**config.mk**
```make
export PLATFORM = sky130hd
export DESIGN_NAME = length_prefix_to_sercomm_framer
export DESIGN_NICKNAME = d
export VERILOG_FILES = /design/src/lpsf_pkg.sv /design/src/length_prefix_to_sercomm_framer.sv /design/src/lpsf_apb_regs.sv /design/src/lpsf_encoder.sv /design/src/lpsf_emitter.sv
export SDC_FILE = /design/constraint.sdc
export NUM_CORES = 1
export LEC_CHECK = 0
export BUFFER_PORTS_ARGS = -buffer_cell sky130_fd_sc_hd__buf_4
export CORE_ASPECT_RATIO = 0.6
export CORE_UTILIZATION = 55
export CTS_CLUSTER_DIAMETER = 60
export DETAILED_ROUTE_END_ITERATION = 12
export HOLD_SLACK_MARGIN = 0.08
export PLACE_DENSITY = 0.85
export SLEW_MARGIN = 20
export SYNTH_ARGS = -nofsm -noshare
export SYNTH_HDL_FRONTEND = slang
export SYNTH_SLANG_ARGS = --single-unit
```
**constraint.sdc**
```tcl
create_clock -name clk_i -period 3.91 [get_ports clk_i]
set_clock_uncertainty 0.2 [all_clocks]
set_input_delay 0.391 -clock clk_i [delete_from_list [all_inputs] [get_ports clk_i]]
set_output_delay 0.391 -clock clk_i [all_outputs]
set_load 0.05 [all_outputs]
```
**src/lpsf_pkg.sv**
```systemverilog
package lpsf_pkg;

  localparam logic [7:0] FlagByte  = 8'h7E;
  localparam logic [7:0] EscByte   = 8'h7D;
  localparam logic [7:0] EscXor    = 8'h20;
  localparam logic [7:0] CtrlByte  = 8'h03;
  localparam logic [7:0] ChanReset = 8'h05;

  // Most bytes one input item can cause: flag, escaped channel, control, flag.
  localparam int unsigned MaxBurst = 5;
  localparam int unsigned CntW     = $clog2(MaxBurst + 1);
  localparam int unsigned IdxW     = $clog2(MaxBurst);

  localparam logic RegChannel = 1'b0;

  typedef enum logic [1:0] {
    PhHigh = 2'd0,
    PhLow  = 2'd1,
    PhData = 2'd2
  } phase_e;

  typedef struct packed {
    logic [MaxBurst-1:0][7:0] data;
    logic [MaxBurst-1:0]      fend;
    logic [CntW-1:0]          cnt;
  } burst_t;

  function automatic logic needs_escape(input logic [7:0] b);
    return (b == FlagByte) || (b == EscByte);
  endfunction

endpackage

```
**src/length_prefix_to_sercomm_framer.sv**
```systemverilog
// An item sits in the input register right after its accepting edge; it is loaded into the
// shift buffer once that buffer is free, and its first result byte is then on the master side.
// The shift buffer sends one byte per cycle while the master side is ready; an item causes
// 0 to 5 result bytes (none for a high length byte), the next item waiting in the input register.
// Reset (async, active low): phase to expect high length byte, counters cleared,
// channel register to 5, all buffers empty.
module length_prefix_to_sercomm_framer import lpsf_pkg::*; (
  input  logic        clk_i,
  input  logic        rst_ni,
  input  logic        s_axis_tvalid,
  output logic        s_axis_tready,
  input  logic [7:0]  s_axis_tdata,   // [7:0] in_byte
  output logic        m_axis_tvalid,
  input  logic        m_axis_tready,
  output logic [7:0]  m_axis_tdata,   // [7:0] out_byte
  output logic        m_axis_tuser,   // [0] frame_end
  output logic        m_axis_tlast,
  input  logic        psel,
  input  logic        penable,
  input  logic        pwrite,
  input  logic [2:0]  paddr,
  input  logic [31:0] pwdata,
  output logic [31:0] prdata,
  output logic        pready
);

  logic [7:0] channel;
  logic       load;
  logic       emit_free;
  burst_t     burst;

  lpsf_apb_regs u_regs (
    .clk_i,
    .rst_ni,
    .psel,
    .penable,
    .pwrite,
    .paddr,
    .pwdata,
    .prdata,
    .pready,
    .channel_o (channel)
  );

  lpsf_encoder u_enc (
    .clk_i,
    .rst_ni,
    .in_valid_i  (s_axis_tvalid),
    .in_ready_o  (s_axis_tready),
    .in_byte_i   (s_axis_tdata),
    .channel_i   (channel),
    .emit_free_i (emit_free),
    .load_o      (load),
    .burst_o     (burst)
  );

  lpsf_emitter u_emit (
    .clk_i,
    .rst_ni,
    .load_i      (load),
    .burst_i     (burst),
    .free_o      (emit_free),
    .out_valid_o (m_axis_tvalid),
    .out_ready_i (m_axis_tready),
    .out_byte_o  (m_axis_tdata),
    .frame_end_o (m_axis_tuser),
    .last_o      (m_axis_tlast)
  );

endmodule

```
**src/lpsf_apb_regs.sv**
```systemverilog
module lpsf_apb_regs import lpsf_pkg::*; (
  input  logic        clk_i,
  input  logic        rst_ni,
  input  logic        psel,
  input  logic        penable,
  input  logic        pwrite,
  input  logic [2:0]  paddr,
  input  logic [31:0] pwdata,
  output logic [31:0] prdata,
  output logic        pready,
  output logic [7:0]  channel_o
);

  logic [7:0] channel_q, channel_d;
  logic       wr_en;

  assign pready = 1'b1;
  assign wr_en  = psel && penable && pwrite && (paddr[2] == RegChannel);

  always_comb begin
    channel_d = channel_q;
    if (wr_en) begin
      channel_d = pwdata[7:0];
    end
  end

  always_ff @(posedge clk_i or negedge rst_ni) begin
    if (!rst_ni) begin
      channel_q <= ChanReset;
    end else begin
      channel_q <= channel_d;
    end
  end

  always_comb begin
    prdata = 32'd0;
    if (paddr[2] == RegChannel) begin
      prdata = {24'd0, channel_q};
    end
  end

  assign channel_o = channel_q;

endmodule

```
**src/lpsf_encoder.sv**
```systemverilog
module lpsf_encoder import lpsf_pkg::*; (
  input  logic       clk_i,
  input  logic       rst_ni,
  input  logic       in_valid_i,
  output logic       in_ready_o,
  input  logic [7:0] in_byte_i,
  input  logic [7:0] channel_i,
  input  logic       emit_free_i,
  output logic       load_o,
  output burst_t     burst_o
);

  logic        in_vld_q, in_vld_d;
  logic [7:0]  in_byte_q, in_byte_d;
  phase_e      phase_q, phase_d;
  logic [7:0]  len_hi_q, len_hi_d;
  logic [15:0] left_q, left_d;
  logic [15:0] left_new;
  logic [IdxW-1:0] n;
  logic        take_in;

  assign load_o     = in_vld_q && emit_free_i;
  assign in_ready_o = !in_vld_q || load_o;
  assign take_in    = in_valid_i && in_ready_o;

  always_comb begin
    in_vld_d  = in_vld_q;
    in_byte_d = in_byte_q;
    if (take_in) begin
      in_vld_d  = 1'b1;
      in_byte_d = in_byte_i;
    end else if (load_o) begin
      in_vld_d = 1'b0;
    end
  end

  always_comb begin
    burst_o  = '0;
    n        = '0;
    phase_d  = phase_q;
    len_hi_d = len_hi_q;
    left_d   = left_q;
    left_new = left_q;
    case (phase_q)
      PhLow: begin
        left_new = {len_hi_q, in_byte_q};
        burst_o.data[n] = FlagByte;
        n = n + 1'b1;
        if (needs_escape(channel_i)) begin
          burst_o.data[n] = EscByte;
          n = n + 1'b1;
          burst_o.data[n] = channel_i ^ EscXor;
        end else begin
          burst_o.data[n] = channel_i;
        end
        n = n + 1'b1;
        // Control byte is never a flag or escape code.
        burst_o.data[n] = CtrlByte;
        n = n + 1'b1;
        if (left_new == 16'd0) begin
          burst_o.data[n] = FlagByte;
          burst_o.fend[n] = 1'b1;
          n = n + 1'b1;
          phase_d = PhHigh;
        end else begin
          phase_d = PhData;
        end
        left_d = left_new;
      end
      PhData: begin
        left_new = left_q - 16'd1;
        if (needs_escape(in_byte_q)) begin
          burst_o.data[n] = EscByte;
          n = n + 1'b1;
          burst_o.data[n] = in_byte_q ^ EscXor;
        end else begin
          burst_o.data[n] = in_byte_q;
        end
        n = n + 1'b1;
        if (left_new == 16'd0) begin
          burst_o.data[n] = FlagByte;
          burst_o.fend[n] = 1'b1;
          n = n + 1'b1;
          phase_d = PhHigh;
        end
        left_d = left_new;
      end
      default: begin
        len_hi_d = in_byte_q;
        phase_d  = PhLow;
      end
    endcase
    burst_o.cnt = CntW'(n);
    if (!load_o) begin
      phase_d  = phase_q;
      len_hi_d = len_hi_q;
      left_d   = left_q;
    end
  end

  always_ff @(posedge clk_i or negedge rst_ni) begin
    if (!rst_ni) begin
      in_vld_q <= 1'b0;
      phase_q  <= PhHigh;
      len_hi_q <= 8'd0;
      left_q   <= 16'd0;
    end else begin
      in_vld_q <= in_vld_d;
      phase_q  <= phase_d;
      len_hi_q <= len_hi_d;
      left_q   <= left_d;
    end
  end

  always_ff @(posedge clk_i) begin
    in_byte_q <= in_byte_d;
  end

endmodule

```
**src/lpsf_emitter.sv**
```systemverilog
module lpsf_emitter import lpsf_pkg::*; (
  input  logic       clk_i,
  input  logic       rst_ni,
  input  logic       load_i,
  input  burst_t     burst_i,
  output logic       free_o,
  output logic       out_valid_o,
  input  logic       out_ready_i,
  output logic [7:0] out_byte_o,
  output logic       frame_end_o,
  output logic       last_o
);

  logic [MaxBurst-1:0][7:0] data_q, data_d;
  logic [MaxBurst-1:0]      fend_q, fend_d;
  logic [CntW-1:0]          rem_q, rem_d;
  logic                     take;

  assign out_valid_o = (rem_q != '0);
  assign take        = out_valid_o && out_ready_i;
  assign free_o      = (rem_q == '0) || ((rem_q == CntW'(1)) && out_ready_i);
  assign out_byte_o  = data_q[0];
  assign frame_end_o = fend_q[0];
  assign last_o      = (rem_q == CntW'(1));

  always_comb begin
    data_d = data_q;
    fend_d = fend_q;
    rem_d  = rem_q;
    if (load_i) begin
      data_d = burst_i.data;
      fend_d = burst_i.fend;
      rem_d  = burst_i.cnt;
    end else if (take) begin
      // Advance: shift the next byte down to the head.
      for (int i = 0; i < MaxBurst - 1; i++) begin
        data_d[i] = data_q[i+1];
        fend_d[i] = fend_q[i+1];
      end
      rem_d = rem_q - CntW'(1);
    end
  end

  always_ff @(posedge clk_i or negedge rst_ni) begin
    if (!rst_ni) begin
      rem_q <= '0;
    end else begin
      rem_q <= rem_d;
    end
  end

  always_ff @(posedge clk_i) begin
    data_q <= data_d;
    fend_q <= fend_d;
  end

  a_rem_bound: assert property (@(posedge clk_i) disable iff (!rst_ni)
    rem_q <= CntW'(MaxBurst))
    else $error("burst count beyond maximum");

  a_load_shows: assert property (@(posedge clk_i) disable iff (!rst_ni)
    load_i && (burst_i.cnt != '0) |=> out_valid_o)
    else $error("loaded burst not presented");

  a_end_is_last: assert property (@(posedge clk_i) disable iff (!rst_ni)
    out_valid_o && frame_end_o |-> last_o && (out_byte_o == FlagByte))
    else $error("closing flag not last byte of its item");

endmodule

```
Yosys cells after proc, flatten, opt, wreduce, memory -nomap -nowiden
Cells that the tools add are included.
- register bits: 91
- $add $sub $neg: 7
- order comparisons: 6
- equal/unequal tests: 8
- multiplexer cells: 41
- bitwise gates (word level): 13
- reduce and logical (&&, ||, !) cells: 26
- operators with widths (kind ; number):
    8-bit 2-to-1 mux ; 12
    45-bit 2-to-1 mux ; 2
    45-bit one-hot mux with 2 select lines ; 1
    8-bit demux with 3-bit select ; 3
    32-bit 2-to-1 mux ; 2
    8-bit by 7-bit == test with 1-bit output, second input constant ; 4
    16-bit zero test ; 2
    16-bit one-hot mux with 2 select lines ; 1
    18-bit by 30-bit AND with 30-bit output ; 1
    30-bit NOT ; 1
    12-bit by 30-bit OR with 30-bit output ; 1
    30-bit OR ; 1
    10-bit NOT ; 2
    3-bit 2-to-1 mux ; 6
    16-bit by 1-bit subtractor with 16-bit output, second input constant ; 1
    3-bit by 1-bit adder with 3-bit output, second input constant ; 5
    3-bit by 4-bit less-than comparator with 1-bit output, second input constant ; 3
    10-bit AND ; 1
    4-bit by 10-bit AND with 10-bit output ; 1
    1-bit logical AND ; 10
    6-bit by 10-bit OR with 10-bit output ; 1
    3-bit by 1-bit >= comparator with 1-bit output, second input constant ; 3
    4-bit 2-to-1 mux ; 2
    1-bit demux with 3-bit select ; 2
    other kinds (17) ; 33

Logic depth before layout (Yosys ltp)
- depth after elaboration: 15
- mapped depth: 11
- gate-level depth less buffers: 10

By module
From an unflattened synthesis, not the netlist that was laid out.
- cells, all modules: 492
- area, all modules: 5464.0 um^2
- by module, submodules not included (module ; instances ; cells each ; area an instance (um^2)):
    lpsf_encoder ; 1 ; 320 ; 2647.5
    lpsf_emitter ; 1 ; 120 ; 2234.6
    lpsf_apb_regs ; 1 ; 52 ; 581.8

Worst setup path before layout
No wires, ideal clock.
- kind: register -> register
- start point: reg u_enc.left_q[0]
- end point: reg u_enc.phase_q[0]
- setup time: 0.128 ns
- data arrival time: 2.520 ns
- path slack: 1.063 ns
- cell stages (with the launch flop): 11
- buffers on the path: 1
- clock period less this slack: 2.847 ns
- cell sequence: dfrtp_1 buf_4 inv_1 ha_1 nor3b_4 nor4b_2 o21ai_1 a2111oi_4 inv_2 a21oi_2 mux2_1
- longest elaborated chain between the ends: 4
- ends and longest elaborated chain (element ; line ; RTL):
    start: declaration ; lpsf_encoder.sv:17 ; logic [15:0] left_q, left_d;
    start signal: assignment ; lpsf_encoder.sv:111 ; left_q <= left_d;
    16-bit by 1-bit subtractor with 16-bit output ; lpsf_encoder.sv:71 ; left_new = left_q - 16'd1;
    16-bit zero test ; lpsf_encoder.sv:80 ; if (left_new == 16'd0) begin
    2-bit by 1-bit inequality test with 1-bit output (no line) ; -- ;
    2-bit AND reduction (no line) ; -- ;
    end signal: assignment ; lpsf_encoder.sv:104 ; phase_q <= PhHigh;
    end signal: assignment ; lpsf_encoder.sv:109 ; phase_q <= phase_d;
    end: declaration ; lpsf_encoder.sv:15 ; phase_e phase_q, phase_d;
No other way between the ends.
A chain may end at the register's enable or synchronous reset.

Worst setup path in the final report
- start point: reg u_enc.left_q[0]
- end point: reg u_emit.rem_q[1]
- longest elaborated chain between the ends: 5
- ends and longest elaborated chain (element ; line ; RTL):
    16-bit by 1-bit subtractor with 16-bit output ; lpsf_encoder.sv:71 ;
    16-bit zero test ; lpsf_encoder.sv:80 ;
    3-bit 2-to-1 mux ; lpsf_encoder.sv:80 ;
    3-bit one-hot mux with 2 select lines ; lpsf_encoder.sv:44 ; case (phase_q)
    3-bit 2-to-1 mux ; lpsf_emitter.sv:30 ; if (load_i) begin
    end signal: assignment ; lpsf_emitter.sv:48 ; rem_q <= rem_d;
    end: declaration ; lpsf_emitter.sv:16 ; logic [CntW-1:0] rem_q, rem_d;
No other way between the ends.

==> results.md <==
- Status: completed
- Worst Path Required: 3.97 ns
- Slowest CP cell: a2111oi_4
- Setup crit end kind: register
- Period utilisation layout: 87.5%
- Min-Delay Path Class: input pin to register
- Root buf cell: clkbuf_16
- Mapped Avg Cell Area: 10.5 um2
- Longest Clk Path Bufs: 2
- Routability congestion estimate: 0.845
- CP max FO: 10
- Area delta synth->final: 15.2%
- Clock tree sinks: 77
- Die ar.: 8200 um2
- Crit-path cells: inv_1 -> ha_1 -> nor3b_4 -> nor4b_2 -> o21ai_1 -> a2111oi_4 -> inv_2 -> ha_1 -> o221a_2 -> a21oi_1
- Clock Latency Late Sink: 0.34 ns
- Largest net degree at the start of global routing: 39
- Cell Rows: 24
- Port Buffers: 43
- GRT Resource Usage Total: 27.3%
- Routed wire per std cell: 18.1 um
- DRT Wirelength: 10200 um
- DP Wirelength: 6910 um
- FF+latch count, synth: 77
- Synth Cell Area: 4310 um2
- Final-stage net count: 518
- Die W: 116 um
- Die height: 70.5 um
- Initial antenna violation count: 0
- Crit-path most repeated cell: ha_1
- Worst path max stage delay: 0.55 ns
- Asr flop ratio synth: 49.4%
- Max Slew Vio Count: 0
- Slew margin rel.: 45.4%
- Post-synth EDFFs: 39
- Fill cells: 552
- Share of layout cells above drive strength 1: 20.7%
- Fmax: 292 MHz
- Seq/Total Area, Yosys: 49.3%
- Clk slew on worst S/H paths: 0.06 ns
- Mapped Cells: 412
- Area after DPL: 4550 um2
- PD cells: 855 nW/um2
- Synth Flop Type: edfxtp_1
- CP Launch Type: register
- Synthesis warning total: 0
- Initial DRC Count: 354
- Starting Density: 58.1%
- Routed via count: 3290
- Setup TNS: 0 ns
- CTS Buf Count: 9
- H-tree levels: 3
- Leakage Power: 2.04 nW
- Netlist cell types: 62
- Antenna cells: 0
- Dpl ws: 0.595 ns
- Worst IR Drop VDD: 0.588 mV
- Routed Antenna Nets: 0
- CP Class: register to register
- Slew @ Worst Pin: 0.819 ns
- Via density: 5.84
- Gr ovfl total: 0
- CP arrival: 3.48 ns
- CTS tree: yes
- Final std cell area, no fill: 4960 um2
- First-pass GRT wire length: 16500 um
- Vias in the first global route: 3204
- Most frequent cells in the layout: buf_4, nand2_1, edfxtp_1
- Final hold vios: 0
- DRC: 0
- Final setup margin: 0.489 ns
- Drt pass-1 iters: 5
- Max Cap Viol: 0
- I/O pins: 95
- Final Critical Period: 3.42 ns
- Core ar.: 7420 um2
- Commonest non-fill, non-tap cell in the layout: buf_4
- RSZ-0062 raised after global routing: false
- Final Setup Violations: 0
[path summary, 6_finish.rpt]
| path | startpoint | endpoint | slack (ns) | depth (start not counted) |
|---|---|---|---|---|
| max | u_enc.left_q[0] | u_emit.rem_q[1] | 0.49 | 10 |
| min | pwdata[5] | u_regs.channel_o[5] | 0.09 | 2 |
| max reg2reg | u_enc.left_q[0] | u_emit.rem_q[1] | 0.49 | 10 |
| min reg2reg | u_enc.len_hi_q[3] | u_enc.len_hi_q[3] | 0.31 | 2 |
| max in group asynchronous | rst_ni | u_enc.left_q[12] | 2.76 | 2 |
| min in group asynchronous | rst_ni | u_enc.left_q[4] | 0.38 | 2 |
[final cells by class]
cell class / instances / area [um2] / area share, %
sequential: 77 / 2120 / 42.8
multi-input combinational: 291 / 1870 / 37.7
tap: 104 / 130 / 2.62
inverter: 16 / 60.1 / 1.21
clock inverter: 4 / 47.5 / 0.958
clock buffer: 12 / 256 / 5.17
timing repair buffer: 59 / 470 / 9.48
[synth_stat cells, types with 2 or more instances]
cell	n	area, um2
a21o_1	2	15.0
a21oi_1	31	155
a221o_1	2	20.0
a22o_1	6	52.6
a2bb2oi_1	2	17.5
and2_1	4	25.0
and3_1	2	12.5
and4b_1	2	20.0
buf_1	3	11.3
buf_4	34	255
buf_6	2	22.5
clkbuf_1	12	45.0
conb_1	2	7.51
dfrtp_1	36	901
dfstp_2	2	52.6
edfxtp_1	39	1170
ha_1	14	175
inv_1	15	56.3
mux2_1	2	22.5
mux2_2	16	180
mux2i_1	2	20.0
nand2_1	39	146
nand2b_1	7	43.8
nand3_1	20	100
nand4_1	5	31.3
nor2_1	17	63.8
nor2b_1	11	68.8
nor3_1	5	25.0
nor4_1	6	37.5
nor4b_2	2	30.0
o211ai_1	4	30.0
o21a_1	2	15.0
o21ai_0	21	105
o22ai_1	5	31.3
o31ai_1	6	45.0
o32ai_1	2	17.5
or2_2	4	25.0
xnor2_1	2	17.5
[worst max-delay path: cells and delay by family (launching register included)]
kind / cells / cell delay, ns
buf+inv: 2 / 0.30
compound gates: 4 / 1.08
fa+ha+maj: 2 / 0.53
flops: 1 / 0.49
simple gates: 2 / 0.74
[flip-flops by register name, summed over array words and instances (netlist names)]
register,flops
u_emit.data_q,20
u_emit.fend_q,3
u_emit.rem_q,3
u_enc.left_q,16
u_enc.in_vld_q,1
u_enc.phase_q,2
u_regs.channel_o,8
u_enc.in_byte_q,8
u_emit.out_byte_o,8
u_enc.len_hi_q,8
[logic make-up after synthesis]
| group | after synthesis | synth area share (%) |
|---|---|---|
| simple gates | 134 | 17.1 |
| compound gates | 94 | 14.2 |
| flops | 77 | 49.3 |
| buf+inv | 68 | 9.27 |
| mux | 20 | 5.17 |
| fa+ha+maj | 14 | 4.07 |
| xor+xnor | 3 | 0.610 |
| other cells | 2 | 0.174 |
[repair_timing]
| action | in CTS | in global routing |
|---|---|---|
| hold buffers | 11 | 0 |
| buffers inserted | 0 | 0 |
| resized for setup | 0 | 0 |
| endpoints found under the hold margin | 46 | 0 |
[where the power goes]
part / switching, mW / leakage [nW] / internal (mW)
Clock: 0.321 / 0.149 / 0.527
Sequential: 0.328 / 0.831 / 1.31
Combinational: 1.12 / 1.07 / 0.641
[metrics by stage]
stage          power (mW)  cells  hold slack [ns]  utilization (%)
2_1_floorplan        2.94    436           -0.105                -
3_3_place_gp         3.24    536            0.201             61.3
3_5_place_dp         3.35    536            0.206             61.3
4_1_cts              4.21    563           0.0828             66.9
5_1_grt              4.48    563           0.0803             66.9
6_report             4.24    563           0.0861             66.9
[metal layers]
layer	GRT usage [%]	wire length, um
met5	0	0
met4	7.98	102
met3	10.7	817
met2	41.0	4750
met1	36.9	4500
(Power assumes the default switching activity.)
